==> src/sv/bbcd_pkg.sv <==
// Shared types and constants of the buffer cache directory.
package bbcd_pkg;

	// Default number of directory entries.
	localparam int ENTRIES_DEF = 32;

	// Largest reference count an entry can hold.
	localparam logic [7:0] COUNT_MAX = 8'hFF;

	typedef enum logic [1:0] {
		OP_GET     = 2'd0,
		OP_RELEASE = 2'd1,
		OP_PIN     = 2'd2,
		OP_UNPIN   = 2'd3
	} op_t;

	typedef enum logic [1:0] {
		STAT_OK    = 2'd0,
		STAT_FULL  = 2'd1,
		STAT_COUNT = 2'd2
	} status_t;

	typedef enum logic [1:0] {
		S_IDLE,
		S_SCAN,
		S_LOOKUP,
		S_UPDATE
	} state_t;

	// One directory entry as stored in the RAM.
	typedef struct packed {
		logic [31:0] dev;
		logic [31:0] blk;
		logic [7:0]  cnt;
		logic        dvalid;
	} entry_t;

	localparam int ENTRY_W = $bits(entry_t);

	// Result of comparing one entry against the request.
	typedef struct packed {
		logic tag_eq;
		logic free;
	} match_t;

endpackage

==> src/sv/bbcd_req_if.sv <==
// Request channel of the buffer cache directory.
interface bbcd_req_if;
	logic        valid;
	logic        ready;
	logic [1:0]  op;
	logic [31:0] device;
	logic [31:0] block_number;
	logic [4:0]  entry_index;

	modport source (output valid, op, device, block_number, entry_index, input ready);
	modport sink (input valid, op, device, block_number, entry_index, output ready);
endinterface

==> src/sv/bbcd_rsp_if.sv <==
// Response channel of the buffer cache directory.
interface bbcd_rsp_if;
	logic       valid;
	logic       ready;
	logic [4:0] slot;
	logic       hit;
	logic       fill_needed;
	logic [1:0] status;

	modport source (output valid, slot, hit, fill_needed, status, input ready);
	modport sink (input valid, slot, hit, fill_needed, status, output ready);
endinterface

==> src/sv/bbcd_ram.sv <==
// Generic single-write, single-read RAM with registered read data.
module bbcd_ram #(
	parameter int WIDTH = bbcd_pkg::ENTRY_W,
	parameter int DEPTH = bbcd_pkg::ENTRIES_DEF
) (
	input  logic                     clk,
	input  logic                     we,
	input  logic [$clog2(DEPTH)-1:0] waddr,
	input  logic [WIDTH-1:0]         wdata,
	input  logic                     re,
	input  logic [$clog2(DEPTH)-1:0] raddr,
	output logic [WIDTH-1:0]         rdata
);

	logic [WIDTH-1:0] mem [DEPTH];

	always_ff @(posedge clk) begin
		if (we) begin
			mem[waddr] <= wdata;
		end
		if (re) begin
			rdata <= mem[raddr];
		end
	end

endmodule

==> src/sv/bbcd_match.sv <==
// Shared compare unit: checks one entry for a tag match and for a free slot.
module bbcd_match (
	input  bbcd_pkg::entry_t word,
	input  logic [31:0]      dev,
	input  logic [31:0]      blk,
	output bbcd_pkg::match_t match
);

	// A tag hit needs both halves of the tag to agree.
	assign match.tag_eq = (word.dev == dev) && (word.blk == blk);
	assign match.free   = (word.cnt == 8'd0);

endmodule

==> src/sv/block_buffer_cache_directory_core.sv <==
// Top level of the buffer cache directory: sequencer, entry RAM and valid bits.
//
// The directory keeps ENTRIES tagged entries (device, block, reference count,
// data valid) in one RAM that is read one entry per cycle. A get walks the
// entries in index order through a single compare unit, looking for a tag
// match while noting the lowest entry with no references; it stops at the
// first match. A get therefore reads the entries up to the matching one, or
// all ENTRIES of them on a miss, since there is one RAM read port and one
// compare unit. Release, pin and unpin read their entry once and write it
// back. The block takes one item at a time and is ready again in the cycle
// after its result is loaded into the output register; a waiting result
// does not stop a new item from being taken. Each entry has a reset-cleared
// written flag, so an entry never written reads as all zeros and no clearing
// pass is needed after reset.
module block_buffer_cache_directory_core #(
	parameter int ENTRIES = bbcd_pkg::ENTRIES_DEF
) (
	input  logic       clk,
	input  logic       arst_n,
	bbcd_req_if.sink   req,
	bbcd_rsp_if.source rsp
);

	localparam int AW = $clog2(ENTRIES);

	// Sequencer state.
	bbcd_pkg::state_t state_q, state_d;

	// Latched request.
	bbcd_pkg::op_t op_q;
	logic [31:0]   dev_q;
	logic [31:0]   blk_q;
	logic [4:0]    idx_q;

	// Scan bookkeeping: issue counter, outstanding read and its tracking.
	logic [AW:0]      issue_q;
	logic             pend_s1;
	logic [AW-1:0]    pidx_s1;
	logic             init_s1;
	logic             hit_found_q;
	logic [AW-1:0]    hit_idx_q;
	bbcd_pkg::entry_t hit_word_q;
	logic             free_found_q;
	logic [AW-1:0]    free_idx_q;

	// One flag per entry: set once the entry has been written.
	logic [ENTRIES-1:0] init_q;

	// Output register.
	logic                rsp_valid_q;
	logic [4:0]          slot_q;
	logic                hit_q;
	logic                fill_q;
	bbcd_pkg::status_t   status_q;

	// RAM port signals.
	logic                          ram_we;
	logic [AW-1:0]                 ram_waddr;
	bbcd_pkg::entry_t              ram_wdata;
	logic                          ram_re;
	logic [AW-1:0]                 ram_raddr;
	logic [bbcd_pkg::ENTRY_W-1:0]  ram_rdata;

	// Entry as seen through the written flags, and the compare result.
	bbcd_pkg::entry_t rd_word;
	bbcd_pkg::match_t match;

	// Result being produced in the update step.
	logic              res_load;
	logic [4:0]        res_slot;
	logic              res_hit;
	logic              res_fill;
	bbcd_pkg::status_t res_status;

	logic          accept;
	logic          scan_hit;
	logic          idx_ok;
	logic [AW-1:0] idx_addr;

	assign accept   = req.valid && req.ready;
	assign req.ready = (state_q == bbcd_pkg::S_IDLE);

	assign rd_word  = init_s1 ? bbcd_pkg::entry_t'(ram_rdata) : '0;
	assign scan_hit = pend_s1 && match.tag_eq;

	// Release, pin and unpin on an entry past the table are ignored.
	assign idx_ok   = (32'(idx_q) < ENTRIES);
	assign idx_addr = AW'(idx_q);

	bbcd_ram #(
		.WIDTH(bbcd_pkg::ENTRY_W),
		.DEPTH(ENTRIES)
	) u_ram (
		.clk  (clk),
		.we   (ram_we),
		.waddr(ram_waddr),
		.wdata(ram_wdata),
		.re   (ram_re),
		.raddr(ram_raddr),
		.rdata(ram_rdata)
	);

	bbcd_match u_match (
		.word (rd_word),
		.dev  (dev_q),
		.blk  (blk_q),
		.match(match)
	);

	// Next state, RAM control and the result of the update step.
	always_comb begin
		bbcd_pkg::entry_t cur;

		state_d    = state_q;
		ram_re     = 1'b0;
		ram_raddr  = '0;
		ram_we     = 1'b0;
		ram_waddr  = '0;
		ram_wdata  = '0;
		res_load   = 1'b0;
		res_slot   = 5'(idx_q);
		res_hit    = 1'b0;
		res_fill   = 1'b0;
		res_status = bbcd_pkg::STAT_OK;
		cur        = '0;

		unique case (state_q)
			bbcd_pkg::S_IDLE: begin
				if (accept) begin
					state_d = (bbcd_pkg::op_t'(req.op) == bbcd_pkg::OP_GET) ?
						bbcd_pkg::S_SCAN : bbcd_pkg::S_LOOKUP;
				end
			end
			bbcd_pkg::S_SCAN: begin
				// Keep reading ahead until a match turns up or the table ends.
				if (!scan_hit && (32'(issue_q) < ENTRIES)) begin
					ram_re    = 1'b1;
					ram_raddr = issue_q[AW-1:0];
				end
				if (scan_hit || (!pend_s1 && (32'(issue_q) >= ENTRIES))) begin
					state_d = bbcd_pkg::S_UPDATE;
				end
			end
			bbcd_pkg::S_LOOKUP: begin
				ram_re    = idx_ok;
				ram_raddr = idx_addr;
				state_d   = bbcd_pkg::S_UPDATE;
			end
			bbcd_pkg::S_UPDATE: begin
				// Write back and hand over the result once the output is free.
				res_load = !rsp_valid_q || rsp.ready;
				if (op_q == bbcd_pkg::OP_GET) begin
					if (hit_found_q) begin
						cur      = hit_word_q;
						res_slot = 5'(hit_idx_q);
						res_hit  = 1'b1;
						if (cur.cnt == bbcd_pkg::COUNT_MAX) begin
							res_status = bbcd_pkg::STAT_COUNT;
						end else begin
							res_fill  = !cur.dvalid;
							ram_we    = res_load;
							ram_waddr = hit_idx_q;
							ram_wdata = '{dev: cur.dev, blk: cur.blk,
								cnt: cur.cnt + 8'd1, dvalid: 1'b1};
						end
					end else if (free_found_q) begin
						// Claim the lowest free entry; it must be filled.
						res_slot  = 5'(free_idx_q);
						res_fill  = 1'b1;
						ram_we    = res_load;
						ram_waddr = free_idx_q;
						ram_wdata = '{dev: dev_q, blk: blk_q, cnt: 8'd1, dvalid: 1'b1};
					end else begin
						res_slot   = '0;
						res_status = bbcd_pkg::STAT_FULL;
					end
				end else if (idx_ok) begin
					cur       = rd_word;
					ram_waddr = idx_addr;
					if (op_q == bbcd_pkg::OP_PIN) begin
						if (cur.cnt == bbcd_pkg::COUNT_MAX) begin
							res_status = bbcd_pkg::STAT_COUNT;
						end else begin
							ram_we    = res_load;
							ram_wdata = '{dev: cur.dev, blk: cur.blk,
								cnt: cur.cnt + 8'd1, dvalid: cur.dvalid};
						end
					end else begin
						if (cur.cnt == 8'd0) begin
							res_status = bbcd_pkg::STAT_COUNT;
						end else begin
							ram_we    = res_load;
							ram_wdata = '{dev: cur.dev, blk: cur.blk,
								cnt: cur.cnt - 8'd1, dvalid: cur.dvalid};
						end
					end
				end
				if (res_load) begin
					state_d = bbcd_pkg::S_IDLE;
				end
			end
			default: begin
				state_d = bbcd_pkg::S_IDLE;
			end
		endcase
	end

	always_ff @(posedge clk or negedge arst_n) begin
		if (!arst_n) begin
			state_q <= bbcd_pkg::S_IDLE;
		end else begin
			state_q <= state_d;
		end
	end

	// Control registers of the scan and the written flags.
	always_ff @(posedge clk or negedge arst_n) begin
		if (!arst_n) begin
			issue_q      <= '0;
			pend_s1      <= 1'b0;
			hit_found_q  <= 1'b0;
			free_found_q <= 1'b0;
			init_q       <= '0;
		end else begin
			if (accept) begin
				issue_q      <= '0;
				pend_s1      <= 1'b0;
				hit_found_q  <= 1'b0;
				free_found_q <= 1'b0;
			end else begin
				pend_s1 <= ram_re;
				if (ram_re) begin
					issue_q <= issue_q + 1'b1;
				end
				if (state_q == bbcd_pkg::S_SCAN && pend_s1) begin
					if (match.tag_eq) begin
						hit_found_q <= 1'b1;
					end else if (match.free) begin
						free_found_q <= 1'b1;
					end
				end
			end
			if (ram_we) begin
				init_q[ram_waddr] <= 1'b1;
			end
		end
	end

	// Payload registers of the request and of the scan.
	always_ff @(posedge clk) begin
		if (accept) begin
			op_q  <= bbcd_pkg::op_t'(req.op);
			dev_q <= req.device;
			blk_q <= req.block_number;
			idx_q <= req.entry_index;
		end
		if (ram_re) begin
			pidx_s1 <= ram_raddr;
			init_s1 <= init_q[ram_raddr];
		end
		if (state_q == bbcd_pkg::S_SCAN && scan_hit) begin
			hit_idx_q  <= pidx_s1;
			hit_word_q <= rd_word;
		end
		if (state_q == bbcd_pkg::S_SCAN && pend_s1 && !match.tag_eq && match.free
			&& !free_found_q) begin
			free_idx_q <= pidx_s1;
		end
	end

	// Output register: the result waits here until it is taken.
	always_ff @(posedge clk or negedge arst_n) begin
		if (!arst_n) begin
			rsp_valid_q <= 1'b0;
		end else if (res_load) begin
			rsp_valid_q <= 1'b1;
		end else if (rsp.ready) begin
			rsp_valid_q <= 1'b0;
		end
	end

	always_ff @(posedge clk) begin
		if (res_load) begin
			slot_q   <= res_slot;
			hit_q    <= res_hit;
			fill_q   <= res_fill;
			status_q <= res_status;
		end
	end

	assign rsp.valid       = rsp_valid_q;
	assign rsp.slot        = slot_q;
	assign rsp.hit         = hit_q;
	assign rsp.fill_needed = fill_q;
	assign rsp.status      = status_q;

	// An accepted item always leaves the idle state on the next edge.
	a_accept_busy: assert property (@(posedge clk) disable iff (!arst_n)
		accept |=> state_q != bbcd_pkg::S_IDLE)
		else $error("accepted item did not start the sequencer");

	// A fresh result only appears after the update step.
	a_rsp_from_update: assert property (@(posedge clk) disable iff (!arst_n)
		$rose(rsp_valid_q) |-> $past(state_q == bbcd_pkg::S_UPDATE))
		else $error("result appeared outside the update step");

	// A full table reports slot zero with no hit and no fill.
	a_full_result: assert property (@(posedge clk) disable iff (!arst_n)
		(rsp_valid_q && status_q == bbcd_pkg::STAT_FULL) |->
		(slot_q == 5'd0 && !hit_q && !fill_q))
		else $error("full-table result carries a slot, hit or fill");

	// The RAM is written only when the result is handed over.
	a_write_with_result: assert property (@(posedge clk) disable iff (!arst_n)
		ram_we |=> rsp_valid_q)
		else $error("entry written without a result");

endmodule

==> src/flat_wrapper.sv <==
// flat-port wrapper written by rule: the top's interface ports become plain ports
module block_buffer_cache_directory_core_flat 
#(
	parameter int ENTRIES = bbcd_pkg::ENTRIES_DEF
)
  (clk, arst_n, req_valid, req_op, req_device, req_block_number, req_entry_index, req_ready, rsp_valid, rsp_slot, rsp_hit, rsp_fill_needed, rsp_status, rsp_ready);
  bbcd_req_if req_i ();
  bbcd_rsp_if rsp_i ();
  input  logic clk;
  input  logic arst_n;
  input wire logic [$bits(req_i.valid)-1:0] req_valid;
  input wire logic [$bits(req_i.op)-1:0] req_op;
  input wire logic [$bits(req_i.device)-1:0] req_device;
  input wire logic [$bits(req_i.block_number)-1:0] req_block_number;
  input wire logic [$bits(req_i.entry_index)-1:0] req_entry_index;
  output wire logic [$bits(req_i.ready)-1:0] req_ready;
  output wire logic [$bits(rsp_i.valid)-1:0] rsp_valid;
  output wire logic [$bits(rsp_i.slot)-1:0] rsp_slot;
  output wire logic [$bits(rsp_i.hit)-1:0] rsp_hit;
  output wire logic [$bits(rsp_i.fill_needed)-1:0] rsp_fill_needed;
  output wire logic [$bits(rsp_i.status)-1:0] rsp_status;
  input wire logic [$bits(rsp_i.ready)-1:0] rsp_ready;
  assign req_i.valid = req_valid;
  assign req_i.op = req_op;
  assign req_i.device = req_device;
  assign req_i.block_number = req_block_number;
  assign req_i.entry_index = req_entry_index;
  assign req_ready = req_i.ready;
  assign rsp_valid = rsp_i.valid;
  assign rsp_slot = rsp_i.slot;
  assign rsp_hit = rsp_i.hit;
  assign rsp_fill_needed = rsp_i.fill_needed;
  assign rsp_status = rsp_i.status;
  assign rsp_i.ready = rsp_ready;
  block_buffer_cache_directory_core #(.ENTRIES(ENTRIES)) u_core (.clk(clk), .arst_n(arst_n), .req(req_i), .rsp(rsp_i));
endmodule
==> config.mk <==
export PLATFORM = sky130hd
export DESIGN_NAME = block_buffer_cache_directory_core_flat
export DESIGN_NICKNAME = d
export VERILOG_FILES = /design/src/sv/bbcd_pkg.sv /design/src/sv/bbcd_req_if.sv /design/src/sv/bbcd_rsp_if.sv /design/src/sv/bbcd_ram.sv /design/src/sv/bbcd_match.sv /design/src/sv/block_buffer_cache_directory_core.sv /design/src/flat_wrapper.sv
export SDC_FILE = /design/constraint.sdc
export NUM_CORES = 2
export LEC_CHECK = 0
export BUFFER_PORTS_ARGS = -buffer_cell sky130_fd_sc_hd__buf_2
export CAP_MARGIN = 0
export CORE_UTILIZATION = 47
export CTS_BUF_LIST = sky130_fd_sc_hd__clkbuf_16
export CTS_CLUSTER_DIAMETER = 80
export DETAILED_ROUTE_END_ITERATION = 16
export PLACE_DENSITY_LB_ADDON = 0.25
export SYNTH_ARGS = -nofsm -noshare
export SYNTH_HDL_FRONTEND = slang
export SYNTH_SLANG_ARGS = --single-unit
==> constraint.sdc <==
create_clock -name clk -period 9.1 [get_ports clk]
set_clock_uncertainty 0.05 [all_clocks]
set_input_delay 1.82 -clock clk [delete_from_list [all_inputs] [get_ports clk]]
set_output_delay 1.82 -clock clk [all_outputs]
set_load 0.01 [all_outputs]
[Word-level counts from Yosys, hierarchy flattened]
Memories as Yosys holds them, arrays and structs flattened. A register that Yosys moved wholly into a read port is not among the register bits.
Cells that the tools add are included.
Cells by class
  $add $sub $neg: 4
  $lt $le $gt $ge: 5
  eq/ne operators: 12
  muxes and demuxes: 64
  bitwise operators: 1
  reductions and logical operators: 32
Operator list (number)
  73-bit 2-to-1 mux: 9
  32-bit == test: 2
  5-bit 2-to-1 mux: 9
  32-bit OR: 1
  1-bit 2-to-1 mux: 29
  2-bit 2-to-1 mux: 10
  8-bit by 1-bit adder with 8-bit output (second input constant): 2
  8-bit == test (second input constant): 2
  5-bit by 6-bit < comparator with 1-bit output (second input constant): 2
  6-bit 2-to-1 mux: 2
  1-bit logical AND: 11
  5-bit one-hot mux with 2 select lines: 1
  2-bit nonzero test: 5
  8-bit zero test: 1
  2-bit one-hot mux with 4 select lines: 1
  8-bit by 1-bit subtractor with 8-bit output (second input constant): 1
  6-bit by 1-bit adder with 6-bit output (second input constant): 1
  2-bit == test (second input constant): 3
  6-bit >= comparator (second input constant): 1
  1-bit zero test: 6
  2-bit zero test: 3
  6-bit < comparator (second input constant): 1
  3-bit AND reduction: 2
  1-bit binary-select mux with 5-bit select: 1
  other kinds (8): 12
Storage, ports and cells
  register bits: 213
  memory bits (writable): 2336
  input port bits: 75
  output and inout port bits: 11
  word-level logic and storage cells: 142
  memories: 1
Memory list
  u_core.u_ram.mem: words 32, width 73, read ports 1, clocked after Yosys merged registers in 1, wr ports 1, RTL line bbcd_ram.sv:15  | logic [WIDTH-1:0] mem [DEPTH];

[Logic depth before layout (Yosys ltp)]
  depth in word-level cells: 10
  mapped depth: 19
  gate-level depth less buffers: 14

[Hierarchy]
Synthesis repeated with hierarchy kept, for this count alone.
Unflattened totals
  cell total of the unflattened synthesis: 4489
  area total of the unflattened synthesis: 101591.2 sq um
Modules (own cells, without submodules)
  bbcd_ram: times used 1, cells an instance 3537, area each 90830.9 sq um, sequential area each 72339.4 sq um
  block_buffer_cache_directory_core: times used 1, cells an instance 864, area each 10043.4 sq um, sequential area each 6175.9 sq um
  bbcd_match: times used 1, cells an instance 88, area each 716.9 sq um, sequential area each 0.0 sq um

[Least setup slack after synthesis]
Ideal clock, no wire load.
  path type: register to register
  start point: reg u_core.init_s1
  end point: reg u_core.issue_q[5]
  library setup time: 115 ps
  arrival time: 6383 ps
  data required time: 8935 ps
  path slack: 2551 ps
  cell stages (with the launch flop): 15
  path buffers: 3
  clock period less this slack: 6549 ps
  cells stage by stage: edfxtp_1 -> buf_4 -> buf_4 -> nand4b_1 -> nor2_1 -> o32ai_1 -> nor4_1 -> and4_1 -> buf_4 -> a21boi_1 -> nor2_1 -> nor2_1 -> nand4_1 -> or3_1 -> a21oi_1
On the way
  word-level cells in the longest chain between the ends: 9
  elaborated cells on any way between the ends: 10
  classes of those cells: 2 x eq/ne; 3 x mux; 5 x reduce/logical
Ends and longest elaborated chain
  from (decl): RTL line block_buffer_cache_directory_core.sv:39  | logic init_s1;
  from (signal assigned): RTL line block_buffer_cache_directory_core.sv:259  | init_s1 <= init_q[ram_raddr];
  73-bit 2-to-1 mux (*): RTL line block_buffer_cache_directory_core.sv:83  | assign rd_word = init_s1 ? bbcd_pkg::entry_t'(ram_rdata) : '0;
  32-bit == test: RTL line bbcd_match.sv:10  | assign match.tag_eq = (word.dev == dev) && (word.blk == blk);
  1-bit logical AND (*): RTL line bbcd_match.sv:10
  1-bit logical AND (*): RTL line block_buffer_cache_directory_core.sv:84  | assign scan_hit = pend_s1 && match.tag_eq;
  1-bit zero test (*): RTL line block_buffer_cache_directory_core.sv:136  | if (!scan_hit && (32'(issue_q) < ENTRIES)) begin
  1-bit logical AND (*): RTL line block_buffer_cache_directory_core.sv:136
  1-bit 2-to-1 mux (*): RTL line block_buffer_cache_directory_core.sv:136
  1-bit one-hot mux with 2 select lines (*): RTL line block_buffer_cache_directory_core.sv:127  | unique case (state_q)
  net u_core.ram_re: RTL line block_buffer_cache_directory_core.sv:60  | logic ram_re;
  2-bit nonzero test (no line) (*)
  to (signal assigned): RTL line block_buffer_cache_directory_core.sv:233  | issue_q <= issue_q + 1'b1;
  to (decl): RTL line block_buffer_cache_directory_core.sv:36  | logic [AW:0] issue_q;
Mark *: on every way through the listed nets, which the timed path passes. The rest lies on a longest branch.
A chain may end at the register's enable or synchronous reset.

[Worst setup path after layout]
  start point: reg u_core.init_s1
  end point: reg u_core.u_ram.rdata[30], read port of u_core.u_ram.mem, data pin
On the way
  word-level cells in the longest chain between the ends: 8
  elaborated cells on any way between the ends: 11
  classes of those cells: 2 x eq/ne; 5 x mux; 4 x reduce/logical
Ends and longest elaborated chain
  73-bit 2-to-1 mux (*): RTL line block_buffer_cache_directory_core.sv:83
  32-bit == test: RTL line bbcd_match.sv:10
  1-bit logical AND (*): RTL line bbcd_match.sv:10
  1-bit logical AND (*): RTL line block_buffer_cache_directory_core.sv:84
  1-bit zero test (*): RTL line block_buffer_cache_directory_core.sv:136
  1-bit logical AND (*): RTL line block_buffer_cache_directory_core.sv:136
  5-bit 2-to-1 mux or 1-bit 2-to-1 mux (tied branches): RTL line block_buffer_cache_directory_core.sv:136
  5-bit one-hot mux with 2 select lines or 1-bit one-hot mux with 2 select lines (tied branches): RTL line block_buffer_cache_directory_core.sv:127
  to (decl): RTL line bbcd_ram.sv:12  | output logic [WIDTH-1:0] rdata
Every way passes the cells marked *; elsewhere a longest branch is shown, timed or not.

==> impl_metrics.yaml <==
run_status:
  status: "complete, no violations"
place:
  io_buffer_count: 85
  dpl.hpwl_um: 155000
  place_area_um2: 108000
  gp_congestion: 0.829
  post-place-ws_ns: 2.02
sta:
  setup_viol: 0
  rsz0062_at_grt: "no"
  final-hold-violation-count: 0
  fmax_ghz: 0.139
  setup_ws_ns: 1.91
  worstMarginPinSlew_ns: 1.29
  fin_crit_sh: 0.790
  final.setup.tns_ns: 0
  finalMaxSlewViolations: 0
  period_needed_ns: 7.19
  slew_headroom: 0.137
grt:
  grt_pass1_vias: 63740
  grt_pass1_wl_um: 461000
  grt_max_degree: 151
  antenna_found_initial: 13
  gr-total-overflow: 0
  track_usage: 0.287
synthesis:
  syn_avg_cell_area_um2: 14.2
  synth_top_family_by_area: "simple AND/OR/NAND/NOR gates"
  synth_area_um2: 104000
  synth-edff-count: 2578
  synthSimpleGateAreaFrac: 0.120
  async_flop_share: 0.0168
  synth-compound-area-share: 0.0674
  ys.flop_type: "edfxtp_1"
  synth_area_leaders: "edfxtp_1 75%, nand2_1 5.5%, mux2i_1 2.9%"
  synth_top_area_cell: "edfxtp_1"
  synth_seq_cells: 2622
  synth_xor_xnor_area_share: 0.00423
  synth-adder-area-share: 0.00133
  yosys_warnings: 0
  netlist_instances: 7305
  synthMuxAreaShare: 0.0286
  ys_seq_area_frac: 0.758
  synth.distinct_cells: 55
  synth_top_area_frac: 0.747
  syn_nets: 7391
power_and_ir_drop:
  power_mw: 37.2
  clock_power_share: 0.288
  p_seq_frac: 0.407
  p_leak_nw: 39.1
  p_int_mw: 23.9
  vdd_ir_drop_max_mv: 0.396
  pwr-share-comb: 0.304
  p_per_area_nw_per_um2: 319
  swShare: 0.358
  p_switching_mw: 13.3
die:
  core_area_um2: 219000
  row_count: 172
  dieArea_um2: 222000
  start_util: 0.473
  die_h_um: 472
  dieWidth_um: 472
  pin_count: 86
setup_path:
  worstSetupStartpoint: "u_core.init_s1"
  cp.required_ns: 9.81
  rr_startpoint: "u_core.init_s1"
  critPathCaptureType: "register"
  arrival_ns: 7.90
  worst_setup_path_start_kind: "register"
  worst-path-max-fanout: 150
  path_class: "register to register"
cells_and_area:
  nNetsFinal: 7506
  finalInstanceArea_um2: 117000
  syn_to_final_growth_pct: 12.5
  mostFrequentLayoutCell: "edfxtp_1"
  final_cell_mix: "2578 x edfxtp_1, 1530 x nand2_1, 484 x nand3_1"
  final_util: 0.532
  drive_gt1_frac: 0.101
clocking:
  cts_tree: "built"
  path_clk_slew_ns: 0.06
  post-cts-setup-buffers: 0
  cts_max_level: 5
  cts_root_buf: "clkbuf_16"
  clockBufferDepth: 4
  holdBufCountCts: 0
  post_cts_resized: 0
  clk_latency_ns: 0.95
  clock_sinks: 2622
  numCtsBuffers: 283
hold_path:
  worstHoldStart: "u_core.pidx_s1[3]"
  hold_path_class: "register to register"
detailed_routing:
  drc: 0
  wl_per_cell_um: 31.0
  wirelength_um: 325000
  drtIter0Drc: 9851
  dr.pass1.iters: 6
  ant_nets: 0
  vias: 66455
  vias_per_cell: 6.34
run:
  drv_cap: 0
==> state kept, by name, summed over array words and instances (netlist names), 6 cells and up <==
name and cells:
u_core.blk_q 32, u_core.dev_q 32, u_core.hit_word_q 73, u_core.init_q 32
u_core.issue_q 6, u_core.u_ram.mem 2336, u_core.u_ram.rdata 73
==> kinds of logic (layout without fill, tap and decap cells) <==
kind of cell | after synthesis | count (layout)
buffers and inverters | 499 | 799
DFF | 2622 | 2622
adders and majority gates | 11 | 11
xor gates and xnor gates | 50 | 50
other | 0 | 5
AOI/OAI and AO/OA | 945 | 945
and+or+nand+nor | 2882 | 2882
muxes | 296 | 296
==> metrics by stage <==
step / instances / hold slack, ns
global placement: 10006 / 0.376
floorplan: 7305 / 0.371
CTS: 10476 / 0.402
finish: 10481 / 0.401
detailed placement: 10006 / 0.388
global route: 10481 / 0.406
==> final timing paths <==
path	slack, ns	cells past startpoint	endpoint
max in group asynchronous	7.64	2	u_core.init_q[10]
setup reg to reg	1.91	16	u_core.u_ram.rdata[30]
hold reg to reg	0.40	0	u_core.free_idx_q[3]
hold / removal	0.40	0	u_core.free_idx_q[3]
min in group asynchronous	0.94	2	u_core.rsp.valid
setup / recovery	1.91	16	u_core.u_ram.rdata[30]
==> cell type report <==
| class | count | area, um2 |
|---|---|---|
| diodes | 5 | 12.5 |
| clock buffers | 286 | 7160 |
| clock inverters | 184 | 1280 |
| fillers | 17632 | 103000 |
| inverters | 15 | 82.6 |
| multi-input cells | 4184 | 23400 |
| flip-flops and latches | 2622 | 78500 |
| well taps | 2871 | 3590 |
| repair buffers | 314 | 2570 |
==> power groups by stage <==
stage                     combinational (mW)  clock, mW  sequential, mW
after CTS                               11.1       10.8            15.1
after global placement                  11.0          0            15.3
after floorplan                         7.06          0            15.1
after global routing                    12.0       11.3            15.2
final                                   11.3       10.7            15.2
after detailed placement                11.1          0            15.4
==> metal layers <==
| metal | vias to the layer above | track usage | part of all wire |
|---|---|---|---|
| met5 | - | 0 | 0 |
| met4 | 0 | 0.125 | 0.046 |
| met3 | 721 | 0.0409 | 0.10 |
| met2 | 4176 | 0.468 | 0.47 |
| met1 | 33616 | 0.387 | 0.38 |
| li1 | 27942 | - | - |
==> worst max-delay path, stage by stage (launching register included) <==
cell and delay, ns:
edfxtp_1 0.99, buf_12 0.47, nand4b_1 0.17, o22ai_1 0.18, o22ai_1 0.13, nor4_1 0.73, and4_1 0.88, o21ai_4 0.19
nand2_8 0.47, inv_16 0.35, buf_4 0.48, buf_4 0.42, mux2i_1 0.18, o32a_1 0.19, a2111oi_0 0.44, a311oi_1 0.12
a31oi_1 0.18
==> synth_stat cells, drive strengths merged (7+ instances only) <==
cell type,count
o22ai,40
a311oi,75
xnor2,15
o32ai,77
nand4,77
mux2i,296
inv,14
nor2b,7
edfxtp,2578
nand2,1532
and2,75
buf,177
nand4b,32
nor3,111
and4,7
dfrtp,44
a32oi,79
a31oi,301
and3,79
o32a,74
clkbuf,307
xor2,35
a2111oi,75
or2,35
ha,11
o21ai,28
o21a,32
a21oi,79
a22oi,70
nand3,484
nor2,431
Note: power is estimated with default switching activity, not from simulation.
